`config.mk`:
```
export PLATFORM = sky130hd
export DESIGN_NAME = hex_color_classifier
export DESIGN_NICKNAME = d
export VERILOG_FILES = /design/src/rtl/core/hcc_pkg.sv /design/src/rtl/core/hex_color_classifier.sv
export SDC_FILE = /design/constraint.sdc
export NUM_CORES = 1
export LEC_CHECK = 0
export BUFFER_PORTS_ARGS = -buffer_cell sky130_fd_sc_hd__buf_2
export CORE_MARGIN = 1
export CORE_UTILIZATION = 62
export CTS_CLUSTER_DIAMETER = 60
export DETAILED_ROUTE_END_ITERATION = 10
export PLACE_DENSITY = 0.8
export SYNTH_ARGS = -nofsm -noshare
export SYNTH_HDL_FRONTEND = slang
export SYNTH_SLANG_ARGS = --single-unit
```
`constraint.sdc`:
```
create_clock -name clock -period 13.26 [get_ports clock]
set_input_delay 1.326 -clock clock [delete_from_list [all_inputs] [get_ports clock]]
set_output_delay 1.326 -clock clock [all_outputs]
set_load 0.05 [all_outputs]
```
`src/rtl/core/hcc_pkg.sv`:
```
// hcc_pkg: shared types, constants and helpers for the hex color classifier
// no dependencies; imported by hex_color_classifier

package hcc_pkg;

   localparam int unsigned DIGIT_W      = 8;
   localparam int unsigned NUM_DIGITS   = 6;
   localparam int unsigned COUNT_W      = 3;
   localparam int unsigned COMP_W       = 8;
   localparam int unsigned NIBBLE_W     = 4;
   localparam int unsigned LUMA_W       = 16;
   localparam int unsigned TALLY_W      = 16;
   localparam int unsigned NUM_NAMED    = 7;
   localparam int unsigned CLASS_W      = 3;

   localparam int unsigned REQ_FIELDS_W = NUM_DIGITS * DIGIT_W + COUNT_W;
   localparam int unsigned REQ_DATA_W   = ((REQ_FIELDS_W + 7) / 8) * 8;
   localparam int unsigned RSP_FIELDS_W = 3 * COMP_W + CLASS_W + LUMA_W + TALLY_W;
   localparam int unsigned RSP_DATA_W   = ((RSP_FIELDS_W + 7) / 8) * 8;

   localparam logic [COMP_W-1:0]  MARGIN_RESET = 8'd30;
   localparam logic [TALLY_W-1:0] TALLY_MAX    = 16'hFFFF;

   // BT.601 weights scaled by 256
   localparam logic [7:0] LUMA_KR = 8'd77;
   localparam logic [7:0] LUMA_KG = 8'd150;
   localparam logic [7:0] LUMA_KB = 8'd29;

   // digit counts with a meaning of their own
   localparam logic [COUNT_W-1:0] CNT_FULL      = 3'd6;
   localparam logic [COUNT_W-1:0] CNT_SHORT_MIN = 3'd3;
   localparam logic [COUNT_W-1:0] CNT_SHORT_MAX = 3'd5;

   typedef enum logic [CLASS_W-1:0] {
      CLS_GREY      = 3'd0,
      CLS_RED       = 3'd1,
      CLS_GREEN     = 3'd2,
      CLS_BLUE      = 3'd3,
      CLS_PURPLE    = 3'd4,
      CLS_TURQUOISE = 3'd5,
      CLS_YELLOW    = 3'd6,
      CLS_BLENDED   = 3'd7
   } color_class_type;

   typedef struct packed {
      logic                ok;
      logic [NIBBLE_W-1:0] val;
   } hex_digit_type;

   // ascii hex character to nibble, ok low for anything else
   function automatic hex_digit_type hex_decode(input logic [DIGIT_W-1:0] c);
      hex_digit_type h;
      h.ok  = 1'b1;
      h.val = '0;
      if (c >= 8'h30 && c <= 8'h39) begin
         h.val = NIBBLE_W'(c - 8'h30);
      end else if (c >= 8'h61 && c <= 8'h66) begin
         h.val = NIBBLE_W'(c - 8'h57);
      end else if (c >= 8'h41 && c <= 8'h46) begin
         h.val = NIBBLE_W'(c - 8'h37);
      end else begin
         h.ok = 1'b0;
      end
      return h;
   endfunction

   function automatic logic [COMP_W-1:0] abs_diff(input logic [COMP_W-1:0] a,
                                                  input logic [COMP_W-1:0] b);
      return (a >= b) ? COMP_W'(a - b) : COMP_W'(b - a);
   endfunction

endpackage

```
`src/rtl/core/hex_color_classifier.sv`:
```
// hex_color_classifier: decodes an ascii hex color code, classifies it and counts classes
// depends on hcc_pkg (types, constants, hex decode helper)

// Takes one color code per transaction and returns one result per transaction, in order.
// An accepted code lands in an input register; the decode, the classification, the luma
// multiply-add and the saturating class count update happen combinationally on the way
// into the result register, so while the result side is not stalled a transaction can enter
// every cycle and its result is driven from the result register. Throughput is then
// one transaction per cycle; the only state carried from one transaction to the next is the
// class count bank, updated as a transaction moves into the result register. Invalid codes
// (bad digit, bad digit count or a zero component) come out with rsp_tuser low, class
// blended and all other fields zero, and leave the counts alone. csr_wr_data sets the
// difference margin (reset 30) and is meant to be written while no transaction is in flight.

module hex_color_classifier
   import hcc_pkg::*;
(
   input  logic                  clock,
   input  logic                  reset,

   input  logic                  csr_wr_en,
   input  logic [COMP_W-1:0]     csr_wr_data,

   input  logic                  req_tvalid,
   output logic                  req_tready,
   // digit_0 [7:0], digit_1 [15:8], digit_2 [23:16], digit_3 [31:24],
   // digit_4 [39:32], digit_5 [47:40], digit_count [50:48], zero fill above
   input  logic [REQ_DATA_W-1:0] req_tdata,

   output logic                  rsp_tvalid,
   input  logic                  rsp_tready,
   // red [7:0], green [15:8], blue [23:16], color_class [26:24],
   // luma_q8_8 [42:27], class_tally [58:43], zero fill above
   output logic [RSP_DATA_W-1:0] rsp_tdata,
   // valid_res [0]
   output logic                  rsp_tuser
);

   logic [COMP_W-1:0]                  margin_ff;
   logic                               s1_valid_ff;
   logic [REQ_FIELDS_W-1:0]            s1_data_ff;
   logic                               rsp_valid_ff;
   logic [RSP_DATA_W-1:0]              rsp_data_ff;
   logic                               rsp_user_ff;
   logic [NUM_NAMED-1:0][TALLY_W-1:0]  class_counts_ff;
   logic [NUM_NAMED-1:0][TALLY_W-1:0]  class_counts_in;

   logic                               advance;
   logic                               req_take;
   hex_digit_type [NUM_DIGITS-1:0]     hd;
   logic [COUNT_W-1:0]                 dcount;
   logic [COMP_W-1:0]                  red, green, blue;
   logic                               comp_ok;
   logic                               code_valid;
   logic [COMP_W-1:0]                  d_rg, d_rb, d_gb;
   logic [COMP_W:0]                    r_x, g_x, b_x, m_x;
   color_class_type                    cls;
   logic [LUMA_W-1:0]                  luma;
   logic [TALLY_W-1:0]                 tally_cur;
   logic [TALLY_W-1:0]                 tally_new;
   logic                               count_en;
   logic [RSP_DATA_W-1:0]              rsp_data_in;

   // handshake: the input register frees up when its transaction moves on
   assign advance    = s1_valid_ff && (!rsp_valid_ff || rsp_tready);
   assign req_tready = !s1_valid_ff || advance;
   assign req_take   = req_tvalid && req_tready;

   always_ff @(posedge clock) begin
      if (reset) begin
         margin_ff <= MARGIN_RESET;
      end else if (csr_wr_en) begin
         margin_ff <= csr_wr_data;
      end
   end

   always_ff @(posedge clock) begin
      if (reset) begin
         s1_valid_ff <= 1'b0;
      end else if (req_tready) begin
         s1_valid_ff <= req_tvalid;
      end
   end

   always_ff @(posedge clock) begin
      if (req_take) begin
         s1_data_ff <= req_tdata[REQ_FIELDS_W-1:0];
      end
   end

   // digit decode and component assembly
   always_comb begin
      for (int i = 0; i < NUM_DIGITS; i++) begin
         hd[i] = hex_decode(s1_data_ff[i*DIGIT_W +: DIGIT_W]);
      end
      dcount  = s1_data_ff[NUM_DIGITS*DIGIT_W +: COUNT_W];
      red     = '0;
      green   = '0;
      blue    = '0;
      comp_ok = 1'b0;
      unique case (dcount) inside
         CNT_FULL: begin
            red     = {hd[0].val, hd[1].val};
            green   = {hd[2].val, hd[3].val};
            blue    = {hd[4].val, hd[5].val};
            comp_ok = hd[0].ok && hd[1].ok && hd[2].ok && hd[3].ok && hd[4].ok && hd[5].ok;
         end
         [CNT_SHORT_MIN:CNT_SHORT_MAX]: begin
            // short form: single digits, not scaled
            red     = {{(COMP_W-NIBBLE_W){1'b0}}, hd[0].val};
            green   = {{(COMP_W-NIBBLE_W){1'b0}}, hd[1].val};
            blue    = {{(COMP_W-NIBBLE_W){1'b0}}, hd[2].val};
            comp_ok = hd[0].ok && hd[1].ok && hd[2].ok;
         end
         default: begin
            comp_ok = 1'b0;
         end
      endcase
      code_valid = comp_ok && (red != '0) && (green != '0) && (blue != '0);
   end

   // classification against the margin
   always_comb begin
      d_rg = abs_diff(red, green);
      d_rb = abs_diff(red, blue);
      d_gb = abs_diff(green, blue);
      r_x  = {1'b0, red};
      g_x  = {1'b0, green};
      b_x  = {1'b0, blue};
      m_x  = {1'b0, margin_ff};
      if ((red == green && red == blue) ||
          (d_rg < margin_ff && d_rb < margin_ff && d_gb < margin_ff)) begin
         cls = CLS_GREY;
      end else if (r_x > b_x + m_x && r_x > g_x + m_x) begin
         cls = CLS_RED;
      end else if (g_x > r_x + m_x && g_x > b_x + m_x) begin
         cls = CLS_GREEN;
      end else if (b_x > r_x + m_x && b_x > g_x + m_x) begin
         cls = CLS_BLUE;
      end else if (d_rb < d_gb && blue > green && red > green) begin
         cls = CLS_PURPLE;
      end else if (d_gb < d_rb && blue > red && green > red) begin
         cls = CLS_TURQUOISE;
      end else if (d_rg < d_rb && green > blue && red > blue) begin
         cls = CLS_YELLOW;
      end else begin
         cls = CLS_BLENDED;
      end
   end

   // products widened first, the sum tops out at 65280
   assign luma = LUMA_W'(LUMA_KR) * LUMA_W'(red) +
                 LUMA_W'(LUMA_KG) * LUMA_W'(green) +
                 LUMA_W'(LUMA_KB) * LUMA_W'(blue);

   // saturating count of the named classes
   always_comb begin
      count_en        = advance && code_valid && (cls != CLS_BLENDED);
      tally_cur       = (cls != CLS_BLENDED) ? class_counts_ff[cls] : '0;
      tally_new       = (tally_cur == TALLY_MAX) ? tally_cur : TALLY_W'(tally_cur + 1'b1);
      class_counts_in = class_counts_ff;
      if (count_en) begin
         class_counts_in[cls] = tally_new;
      end
   end

   always_ff @(posedge clock) begin
      if (reset) begin
         class_counts_ff <= '0;
      end else begin
         class_counts_ff <= class_counts_in;
      end
   end

   always_comb begin
      rsp_data_in = '0;
      if (code_valid) begin
         rsp_data_in[RSP_FIELDS_W-1:0] = {
            (cls != CLS_BLENDED) ? tally_new : {TALLY_W{1'b0}},
            luma, cls, blue, green, red};
      end else begin
         rsp_data_in[3*COMP_W +: CLASS_W] = CLS_BLENDED;
      end
   end

   always_ff @(posedge clock) begin
      if (reset) begin
         rsp_valid_ff <= 1'b0;
      end else if (advance) begin
         rsp_valid_ff <= 1'b1;
      end else if (rsp_tready) begin
         rsp_valid_ff <= 1'b0;
      end
   end

   always_ff @(posedge clock) begin
      if (advance) begin
         rsp_data_ff <= rsp_data_in;
         rsp_user_ff <= code_valid;
      end
   end

   assign rsp_tvalid = rsp_valid_ff;
   assign rsp_tdata  = rsp_data_ff;
   assign rsp_tuser  = rsp_user_ff;

   // the input side only stalls when the input register holds a transaction
   a_stall_only_when_full: assert property (@(posedge clock) disable iff (reset)
      !req_tready |-> s1_valid_ff)
      else $error("input stalled with empty input register");

   // an invalid or blended transaction leaves the counts untouched
   a_counts_hold: assert property (@(posedge clock) disable iff (reset)
      (advance && (!code_valid || cls == CLS_BLENDED)) |=> $stable(class_counts_ff))
      else $error("class counts changed on a non-counting transaction");

   // a pending named result reports the live count of its class
   a_tally_matches: assert property (@(posedge clock) disable iff (reset)
      (rsp_valid_ff && rsp_user_ff &&
       rsp_data_ff[3*COMP_W +: CLASS_W] != CLS_BLENDED) |->
      (class_counts_ff[rsp_data_ff[3*COMP_W +: CLASS_W]] ==
       rsp_data_ff[3*COMP_W+CLASS_W+LUMA_W +: TALLY_W]))
      else $error("reported tally differs from stored count");

   // an accepted transaction always occupies the input register next cycle
   a_take_fills: assert property (@(posedge clock) disable iff (reset)
      req_take |=> s1_valid_ff)
      else $error("accepted transaction lost");

endmodule
```
==> Yosys cells after proc, flatten, opt, wreduce, memory -nomap -nowiden <==
Cells that the tools add are included.
{ "totals": {"out_inout_bits": 67, "input_bits": 69, "reg_bits": 233, "word_cells": 226} }
{ "op_classes": {"n_addsub": 30, "n_reduce_logical": 54, "eq_ne": 5, "n_mul": 3, "magnitude_cmp": 61, "muxes": 59} }
{ "op_table": {"columns": ["op", "n"], "rows": [
  ["$bwmux 112", 1],
  ["$ge 8x7->1 const B", 12],
  ["$le 8x7->1 const B", 12],
  ["$mux 4", 18],
  ["$mux 16", 4],
  ["$gt 8x9->1", 6],
  ["$bmux 16 s3", 1],
  ["$demux 16 s3", 1],
  ["$ge 8x6->1 const B", 6],
  ["$gt 8x8->1", 6],
  ["$le 8x6->1 const B", 6],
  ["$lt 8x8->1", 6],
  ["$pmux 8 s2", 3],
  ["$sub 4x3->4 const B", 12],
  ["$sub 8x8->8", 6],
  ["$logic_and 1x1->1", 44],
  ["$mul 7x8->15 const A", 2],
  ["$add 8x8->9", 3],
  ["$ge 8x8->1", 3],
  ["$mux 8", 3],
  ["$reduce_bool 8->1", 3],
  ["$sub 4x1->4 const B", 6],
  ["$mux 1", 21],
  ["$add 15x16->16", 1],
  ["18 further kinds", 26]
]} }

==> Depth between registers and ports, before layout <==
Gate-level depths: netlist (run 1).
{ "depth": {"ltp_word": 24, "mapped_depth": 45, "depth_no_buf": 41} }

==> Worst setup path before layout (run 1) <==
No wires, ideal clock.
{ "synth_path": {"path_kind": "reg-to-reg", "from": "register s1_data_ff[40]", "to": "register rsp_data_ff[57] (netlist: rsp_tdata[57]), data pin", "period_less_slack_ns": 9.649, "setup_time_ns": 0.255, "stages_incl_launch_ff": 39, "required_time_ns": 13.005, "slack_ns": 3.611, "n_path_buf": 3, "arrival_ns": 9.394, "path_cell_list": "edfxtp_1 -> inv_1 -> ha_1 -> o21bai_1 -> a2111oi_0 -> mux2i_1 -> nor2_1 -> a21oi_1 -> inv_1 -> fa_1 -> nand2b_1 -> a21oi_1 -> o21a_1 -> nor2_1 -> mux2_2 -> a21oi_1 -> o21ai_0 -> a21oi_1 -> [... 3 more ...] -> a221o_1 -> xor2_1 -> ha_1 -> a222oi_1 -> nand2_1 -> a2111oi_0 -> nor4b_1 -> a21oi_1 -> nand4_1 -> clkbuf_1 -> clkbuf_1 -> a2111oi_0 -> a211oi_1 -> and3_1 -> nand2_2 -> or4b_1 -> buf_2 -> and3_1"} }
{ "synth_between": {"elab_chain_len": 23, "word_cells_on_any_way": 76, "cone_classes": "9 x add/sub; 21 x order compare; 3 x eq/ne; 21 x mux; 22 x reduce/logical"} }
{ "synth_lines": {"columns": ["item", "line", "source"], "rows": [
  ["from (decl)", "hex_color_classifier.sv:41", "logic [REQ_FIELDS_W-1:0] s1_data_ff;"],
  ["from (signal assigned)", "hex_color_classifier.sv:87", "s1_data_ff <= req_tdata[REQ_FIELDS_W-1:0];"],
  ["$ge 8x7->1 / $le 8x7->1 (equally long branches)", "hcc_pkg.sv:59", "end else if (c >= 8'h41 && c <= 8'h46) begin"],
  ["$logic_and 1x1->1", "hcc_pkg.sv:59", null],
  ["$mux 4", "hcc_pkg.sv:59", null],
  ["$mux 4", "hcc_pkg.sv:57", "end else if (c >= 8'h61 && c <= 8'h66) begin"],
  ["$mux 4 *", "hcc_pkg.sv:55", "if (c >= 8'h30 && c <= 8'h39) begin"],
  ["$pmux 8 s2 *", "hex_color_classifier.sv:101", "unique case (dcount) inside"],
  ["via blue[1]", "hex_color_classifier.sv:52", "logic [COMP_W-1:0] red, green, blue;"],
  ["$sub 8x8->8 / $ge 8x8->1 (equally long branches)", "hcc_pkg.sv:69", "return (a >= b) ? COMP_W'(a - b) : COMP_W'(b - a);"],
  ["[... 8 more ...]", null, null],
  ["$mux 3", "hex_color_classifier.sv:136", "end else if (g_x > r_x + m_x && g_x > b_x + m_x) begin"],
  ["$mux 3", "hex_color_classifier.sv:134", "end else if (r_x > b_x + m_x && r_x > g_x + m_x) begin"],
  ["$mux 3", "hex_color_classifier.sv:131", "if ((red == green && red == blue) ||"],
  ["$bmux 16 s3", "hex_color_classifier.sv:159", "tally_cur = (cls != CLS_BLENDED) ? class_counts_ff[cls] : '0;"],
  ["$mux 16 (not written as such)", "hex_color_classifier.sv:159", null],
  ["$mux 16", "hex_color_classifier.sv:159", null],
  ["$add 16x1->16 / $eq 16x16->1 (equally long branches)", "hex_color_classifier.sv:160", "tally_new = (tally_cur == TALLY_MAX) ? tally_cur : TALLY_W'(tally_cur + 1'b1);"],
  ["$mux 16", "hex_color_classifier.sv:160", null],
  ["to (signal assigned)", "hex_color_classifier.sv:198", "rsp_data_ff <= rsp_data_in;"],
  ["to (decl)", "hex_color_classifier.sv:43", "logic [RSP_DATA_W-1:0] rsp_data_ff;"]
]} }
Mark *: on every way through the listed nets, which the timed path passes. The rest lies on a longest branch. The select of a mux whose other input is x is not followed.
A chain may end at the register's enable or synchronous reset.

==> Worst setup path in the final report (run 1) <==
{ "layout_path": {"from": "register s1_data_ff[0]", "to": "register rsp_data_ff[58] (netlist: rsp_tdata[58]), data pin"} }
{ "layout_between": {"elab_chain_len": 23, "word_cells_on_any_way": 81, "cone_classes": "9 x add/sub; 21 x order compare; 4 x eq/ne; 21 x mux; 26 x reduce/logical"} }
{ "layout_lines": {"columns": ["item", "line"], "rows": [
  ["$ge 8x7->1 / $le 8x7->1 (equally long branches)", "hcc_pkg.sv:59"],
  ["$logic_and 1x1->1", "hcc_pkg.sv:59"],
  ["$mux 4", "hcc_pkg.sv:59"],
  ["$mux 4", "hcc_pkg.sv:57"],
  ["$mux 4 *", "hcc_pkg.sv:55"],
  ["$pmux 8 s2 *", "hex_color_classifier.sv:101"],
  ["via red[0]", "hex_color_classifier.sv:52"],
  ["$sub 8x8->8 / $ge 8x8->1 (equally long branches)", "hcc_pkg.sv:69"],
  ["[... 8 more ...]", null],
  ["$mux 3", "hex_color_classifier.sv:136"],
  ["$mux 3", "hex_color_classifier.sv:134"],
  ["$mux 3", "hex_color_classifier.sv:131"],
  ["$bmux 16 s3", "hex_color_classifier.sv:159"],
  ["$mux 16 (not written as such)", "hex_color_classifier.sv:159"],
  ["$mux 16", "hex_color_classifier.sv:159"],
  ["$add 16x1->16 / $eq 16x16->1 (equally long branches)", "hex_color_classifier.sv:160"],
  ["$mux 16", "hex_color_classifier.sv:160"]
]} }
Marked as above.

==> results.py, run 1 <==
metrics = {
    "clock_tree": {
        "cts_sinks": 233,
        "h-tree-depth": 1,
        "root_buffer": "clkbuf_16",
        "cts-buffers-inserted": 26,
        "cts_hold_buffers": 0,
        "insertion_delay_ps": 570,
        "cts_tree": "done",
        "clock_tree.buffer_depth": 3,
        "cts_resized": 0,
        "clk_pin_slew_ps": 60,
        "cts_setup_buffers": 0,
    },
    "worst_setup_path": {
        "path_buf_inv": 3,
        "worstSetupStartpoint": "s1_data_ff[0]",
        "path_class": "flip-flop to flip-flop",
        "r2r_slack_ps": 1160,
        "cp-end-kind": "flip-flop",
        "startpoint_type": "flip-flop",
        "cp.depth": 38,
        "cp.arrival_ps": 12400,
        "crit_slowest_cell": "a2111oi_0",
        "cpMostUsedCell": "nand2_1",
        "cpLargestDelayFamily": "compound AO/OA/AOI/OAI gates",
        "cp.required_ps": 13560,
        "crit_fanout": 15,
        "rr_endpoint": "rsp_tdata[58]",
        "r2r_cells": 38,
        "r2r_start": "s1_data_ff[0]",
        "slowest_delay_ps": 1060,
    },
    "timing": {
        "setup_viol": 0,
        "worstMarginPinSlew_ps": 1240,
        "fin_tns_setup_ps": 0,
        "fmax_ghz": 0.0827,
        "timing_max_transition_violations_final": 0,
        "rsz0062_at_grt": "false",
        "hold_ws_ps": 452,
        "hold_viol_final": 0,
        "fin_crit_ps": 12100,
        "period_share": 0.912,
        "maxSlewHeadroom": 0.151,
        "skew_ps": 17.0,
    },
    "power_and_ir_drop": {
        "seqPwrFrac": 0.372,
        "p_leak_nw": 9.10,
        "switching_share": 0.354,
        "pwr-share-clk": 0.332,
        "intPower_w": 0.00136,
        "netSwitchingPower_w": 0.000749,
        "p_per_area_nw_per_um2": 101,
        "pwr-share-comb": 0.296,
        "vdd_drop_max_mv": 0.115,
    },
    "grt": {
        "grt_pass1_wl_um": 85500,
        "grt_use_total": 0.350,
        "grt_start_max_net_pins": 81,
        "grt-ovfl-total": 0,
        "antenna_found_initial": 1,
        "grt_pass1_vias": 16500,
    },
    "synthesis": {
        "yosysSeqAreaShare": 0.305,
        "synth_edf_count": 111,
        "ys_seq_elements": 233,
        "synth_flop_cell": "dfxtp_1",
        "synth.avg_cell_area_um2": 9.05,
        "syn_area_um2": 19000,
        "ys_types": 98,
        "ys_warn_count": 0,
        "synthArstFlopShare": 0,
        "syn_inst": 2094,
    },
    "detailed_routing": {
        "antenna_left": 0,
        "routed.top_layer": "met4",
        "wl_um": 54400,
        "wl_met2_um": 25700,
        "wl_met3_um": 4090,
        "dr.pass1.iters": 5,
        "drt_iter0_drc": 1419,
        "viasPerCell": 6.35,
        "wl_met1_um": 20400,
        "drc": 0,
        "post_drt_wl_per_cell_um": 20.8,
        "via_count": 16600,
    },
    "job": {
        "maxCapViolations": 0,
    },
    "worst_hold_path": {
        "hold_end": "class_counts_ff[39]",
        "hold_depth": 2,
        "min_from": "class_counts_ff[39]",
        "hp-class": "flip-flop to flip-flop",
    },
    "layout": {
        "drive_gt1_frac": 0.116,
        "nets": 2606,
        "fillers": 2276,
        "fin_util": 0.700,
        "area_growth_pct": 10.3,
    },
    "floorplan": {
        "die_x_um": 177,
        "start_util": 0.635,
        "die-area_um2": 31300,
        "io_pins": 136,
        "core_um2": 29900,
        "rows": 63,
        "die_height_um": 177,
    },
    "status": {
        "status": "finished clean",
    },
    "placed_design": {
        "dp_hpwl_um": 40900,
        "io_buffers": 125,
        "gp_congestion": 1.04,
    },
}
==> flip-flops by register name, summed over array words and instances, names as in the netlist <==
signal / count
class_counts_ff: 112
s1_valid_ff: 1
margin_ff: 8
rsp_tdata: 59
s1_data_ff: 51
rsp_tvalid: 1
rsp_tuser: 1
==> area by class of cell <==
cell class | instances | area, µm² | area share
timing repair buffer | 159 | 883 | 0.0422
clock buffer | 41 | 758 | 0.0363
antenna | 1 | 2.50 | 0.000120
clock inverter | 7 | 70.1 | 0.00335
multi-input combinational | 1598 | 12200 | 0.584
inverter | 190 | 713 | 0.0341
sequential | 233 | 5780 | 0.276
tap | 390 | 488 | 0.0233
==> worst register-to-register path, delay by kind of cell, from the launching register on <==
kind,cells,cell delay (ps)
AOI/OAI and AO/OA,16,5450
xor gates and xnor gates,1,320
adders and majority gates,4,1240
buffers and inverters,3,700
DFF,1,460
muxes,2,1100
and+or+nand+nor,12,2570
==> per-stage QoR <==
stage	worst slack (ps)	cells	cell area, µm²	total power [W]
2_1_floorplan	3610	2098	19000	0.00123
3_3_place_gp	2050	2570	20100	0.00139
3_5_place_dp	1530	2570	20100	0.00141
4_1_cts	1500	2618	20900	0.00210
5_1_grt	497	2619	20900	0.00219
6_report	1160	2619	20900	0.00211
==> cells in the mapped netlist (20+ instances only) <==
cell type,number,share of area
o21bai_1,23,0.0091
xnor2_1,45,0.021
ha_1,264,0.17
a211oi_1,34,0.013
dfxtp_1,122,0.13
nand3_1,69,0.018
nand4_1,29,0.0096
nor2_1,171,0.034
mux2i_1,31,0.016
nor3_1,22,0.0058
a21o_1,24,0.0095
nand2_1,224,0.044
and3_1,20,0.0066
inv_1,190,0.038
and2_1,21,0.0069
edfxtp_1,111,0.18
clkbuf_1,58,0.011
fa_1,65,0.069
o21ai_0,65,0.017
a21oi_1,176,0.046
==> routing by layer <==
metal / global-route usage / vias up
met3: 0.0477 / 240
met5: 0 / -
met4: 0.235 / 0
met2: 0.601 / 767
met1: 0.407 / 7910
li1: - / 7706
==> cells by family after synthesis <==
logic type / after synthesis / share of synthesized area
simple gates: 670 / 0.172
xor+xnor: 65 / 0.0304
flops: 233 / 0.305
fa+ha+maj: 329 / 0.243
buf+inv: 267 / 0.0548
other cells: 1 / 0.000198
mux: 45 / 0.0247
compound gates: 484 / 0.170
==> power by group through the flow <==
stage | combinational [W] | clock, W | sequential, W
6_report | 0.000625 | 0.000702 | 0.000787
5_1_grt | 0.000672 | 0.000730 | 0.000789
4_1_cts | 0.000609 | 0.000703 | 0.000787
3_5_place_dp | 0.000605 | 0 | 0.000802
3_3_place_gp | 0.000590 | 0 | 0.000801
2_1_floorplan | 0.000399 | 0 | 0.000831
==> cells in the final DEF (no fill, tap or decap), types with 9 or more instances in the layout <==
cell type    n
ha_1       264
nand2_1    224
inv_1      189
a21oi_1    175
nor2_1     171
buf_2      124
dfxtp_1    122
edfxtp_1   111
nand3_1     69
o21ai_0     65
fa_1        65
xnor2_1     45
buf_4       35
a211oi_1    34
mux2i_1     31
nand4_1     29
clkbuf_16   26
a21o_1      24
o21bai_1    22
nor3_1      22
and3_1      20
and2_1      20
nor2b_1     19
a31oi_1     19
xor2_1      19
nand2b_1    18
mux2_2      14
a2111oi_0   13
o211ai_1    13
or3_1       13
o221ai_1    12
a21boi_0    10
o22ai_1      9
clkbuf_1     9
==> how the worst max path moves through the flow <==
| stage | endpoint | slack [ps] |
|---|---|---|
| 3_3_place_gp | rsp_tdata[58] | 2050 |
| 3_5_place_dp | rsp_tdata[58] | 1530 |
| 2_1_floorplan | rsp_tdata[57] | 3610 |
| 5_1_grt | rsp_tdata[58] | 500 |
| 6_report | rsp_tdata[58] | 1160 |
| 4_1_cts | rsp_tdata[58] | 1500 |
No activity file was read; power rests on OpenSTA's default activity.
==> inputs of run 2 (changes only) <==
--- a/config.mk
+++ b/config.mk
@@ -5,12 +5,13 @@
 export SDC_FILE = /design/constraint.sdc
 export NUM_CORES = 1
 export LEC_CHECK = 0
+export ABC_AREA = 1
 export BUFFER_PORTS_ARGS = -buffer_cell sky130_fd_sc_hd__buf_2
 export CORE_MARGIN = 1
-export CORE_UTILIZATION = 62
+export CORE_UTILIZATION = 63
 export CTS_CLUSTER_DIAMETER = 60
 export DETAILED_ROUTE_END_ITERATION = 10
-export PLACE_DENSITY = 0.8
+export PLACE_DENSITY = 0.81
 export SYNTH_ARGS = -nofsm -noshare
 export SYNTH_HDL_FRONTEND = slang
 export SYNTH_SLANG_ARGS = --single-unit
==> results.py, run 2 <==
metrics = {
    "floorplan": {
        "die_x_um": 178,
        "core_um2": 30000,
        "start_util": 0.648,
        "io_pins": 136,
        "die_height_um": 178,
        "rows": 63,
        "die-area_um2": 31500,
    },
    "synthesis": {
        "ys_seq_elements": 233,
        "synth.avg_cell_area_um2": 7.93,
        "syn_area_um2": 19400,
        "synth_area_leaders": "edfxtp_1 17%, ha_1 17%, dfxtp_1 13%",
        "ys_types": 60,
        "synthTopCellsByCount": "411 x inv_1, 342 x nand2_1, 264 x ha_1, 252 x nor2_1, 174 x a21oi_1",
        "synth_top_area_frac": 0.172,
        "ys_warn_count": 0,
        "syn_inst": 2448,
        "synth_edf_count": 111,
        "yosysMostFrequentCell": "inv_1",
        "synth_top_area_cell": "edfxtp_1",
        "synthArstFlopShare": 0,
        "yosysSeqAreaShare": 0.297,
        "synth_flop_cell": "dfxtp_1",
    },
    "clock_tree": {
        "cts_setup_buffers": 0,
        "clock_tree.buffer_depth": 3,
        "cts_tree": "done",
        "clk_pin_slew_ps": 60,
        "insertion_delay_ps": 570,
        "cts_resized": 0,
        "h-tree-depth": 1,
        "cts-buffers-inserted": 27,
        "root_buffer": "clkbuf_16",
        "cts_sinks": 233,
        "cts_hold_buffers": 0,
    },
    "worst_hold_path": {
        "hold_depth": 2,
        "hp-class": "flip-flop to flip-flop",
        "min_from": "rsp_tvalid",
        "hold_end": "rsp_tvalid",
    },
    "layout": {
        "diodes": 0,
        "nets": 2963,
        "final_common_cell": "inv_1",
        "area_growth_pct": 9.84,
        "final_cell_mix": "408 x inv_1, 342 x nand2_1, 264 x ha_1",
        "drive_gt1_frac": 0.106,
        "largest-register": "class_counts_ff",
        "largest_reg_flops": 112,
        "fillers": 2366,
    },
    "grt": {
        "grt_start_max_net_pins": 84,
        "met2_usage": 0.546,
        "grt-ovfl-total": 0,
        "grt_pass1_wl_um": 82900,
        "grt_pass1_vias": 16700,
        "use_met3": 0.0529,
        "antenna_found_initial": 1,
        "grt.busiest_layer": "met2",
        "grt_use_total": 0.334,
        "use_met1": 0.447,
    },
    "power_and_ir_drop": {
        "p_per_area_nw_per_um2": 108,
        "p_leak_nw": 10.8,
        "pwr-share-clk": 0.328,
        "vdd_drop_max_mv": 0.112,
        "netSwitchingPower_w": 0.000871,
        "pwr-share-comb": 0.331,
        "intPower_w": 0.00144,
        "seqPwrFrac": 0.341,
        "switching_share": 0.377,
    },
    "timing": {
        "rsz0062_at_grt": "false",
        "worstMarginPinSlew_ps": 1100,
        "maxSlewHeadroom": 0.264,
        "fin_crit_ps": 10200,
        "period_share": 0.769,
        "setup_viol": 0,
        "skew_ps": 19.4,
        "timing_max_transition_violations_final": 0,
        "setup_slack_ps": 3060,
        "fmax_ghz": 0.0980,
        "hold_viol_final": 0,
        "fin_tns_setup_ps": 0,
    },
    "worst_setup_path": {
        "path_buf_inv": 9,
        "startpoint_type": "flip-flop",
        "r2r_start": "s1_data_ff[24]",
        "cpLargestDelayFamily": "simple AND/OR/NAND/NOR gates",
        "crit_fanout": 50,
        "cp.arrival_ps": 10710,
        "r2r_cells": 36,
        "path_class": "flip-flop to flip-flop",
        "r2r_slack_ps": 3060,
        "cp.required_ps": 13770,
        "slowest_delay_ps": 990,
        "rr_endpoint": "class_counts_ff[99]",
        "cp-end-kind": "flip-flop",
        "crit_slowest_cell": "inv_1",
        "cpMostUsedCell": "inv_1",
    },
    "detailed_routing": {
        "antenna_left": 0,
        "viasPerCell": 5.83,
        "dr.pass1.iters": 5,
        "wl_um": 52100,
        "post_drt_wl_per_cell_um": 17.5,
        "drc": 0,
        "drt_iter0_drc": 1581,
        "via_count": 17300,
    },
    "job": {
        "maxCapViolations": 0,
    },
    "status": {
        "status": "finished clean",
    },
    "placed_design": {
        "dp_hpwl_um": 38000,
        "gp_congestion": 0.985,
        "io_buffers": 125,
        "dpl_worst_slack_ps": 3430,
    },
}
-- run 2: cell count changes after synthesis, moves of 18 or more --
cell,change
clkbuf_1,-20
nand2_1,+118
nor2_1,+81
o21ai_0,+99
nor2b_1,-19
nand3_1,+62
inv_1,+221
a211oi_1,-32
nand2b_1,-18
xor2_1,+22
and2_1,-21
nand4_1,+28
xnor2_1,-27
-- run 2: power groups by stage --
| stage | Clock, W | Sequential (W) | Combinational [W] |
|---|---|---|---|
| floorplan | 0 | 0.000832 | 0.000533 |
| global placement | 0 | 0.000800 | 0.000722 |
| detailed placement | 0 | 0.000801 | 0.000743 |
| CTS | 0.000770 | 0.000786 | 0.000748 |
| global route | 0.000798 | 0.000788 | 0.000835 |
| finish | 0.000758 | 0.000786 | 0.000764 |
-- run 2: area by class of cell --
class,instances,area (µm²),area share
flip-flops and latches,233,5780,0.271
multi-input cells,1729,11700,0.549
well taps,390,488,0.0229
clock buffers,39,803,0.0377
inverters,417,1570,0.0734
repair buffers,157,866,0.0406
clock inverters,11,110,0.00516
-- run 2: worst max path at each step --
stage | startpoint | endpoint | slack [ps] | cells past startpoint
after floorplan | s1_data_ff[16] | rsp_tdata[49] | 5180 | 45
after global placement | s1_data_ff[8] | class_counts_ff[103] | 3650 | 39
after detailed placement | s1_data_ff[24] | class_counts_ff[100] | 3430 | 36
after CTS | s1_data_ff[24] | class_counts_ff[99] | 3300 | 36
after global routing | s1_data_ff[8] | class_counts_ff[100] | 2450 | 40
final | s1_data_ff[24] | class_counts_ff[99] | 3060 | 36
-- run 2: worst register-to-register path, delay by kind of cell (launching register included) --
family | cells | cell delay (ps)
AOI/OAI and AO/OA | 12 | 2160
adders and majority gates | 3 | 920
buffers and inverters | 9 | 2820
xor gates and xnor gates | 1 | 250
and+or+nand+nor | 11 | 3520
DFF | 1 | 450
-- run 2: cells by family (layout without fill, tap and decap cells) --
logic type / Yosys count / in the layout / synth area share
buf+inv: 490 / 624 / 0.100
xor+xnor: 59 / 59 / 0.0266
other cells: 1 / 5 / 0.000193
mux: 17 / 17 / 0.00876
simple gates: 882 / 882 / 0.206
fa+ha+maj: 329 / 329 / 0.237
flops: 233 / 233 / 0.297
compound gates: 437 / 437 / 0.123
-- run 2: metal layers --
| layer | vias to the layer above | routed length (µm) |
|---|---|---|
| li1 | 8307 | - |
| met4 | 2 | 1760 |
| met5 | - | 13 |
| met2 | 758 | 23600 |
| met3 | 148 | 4780 |
| met1 | 8133 | 22000 |
-- run 2: per-stage QoR --
step | power [W] | cells | cell area [µm²] | hold slack (ps) | utilization
3_3_place_gp | 0.00152 | 2926 | 20400 | 501 | 0.681
6_report | 0.00231 | 2976 | 21300 | 522 | 0.712
2_1_floorplan | 0.00136 | 2452 | 19400 | 483 | -
5_1_grt | 0.00242 | 2976 | 21300 | 555 | 0.712
4_1_cts | 0.00230 | 2976 | 21300 | 524 | 0.712
3_5_place_dp | 0.00154 | 2926 | 20400 | 508 | 0.681
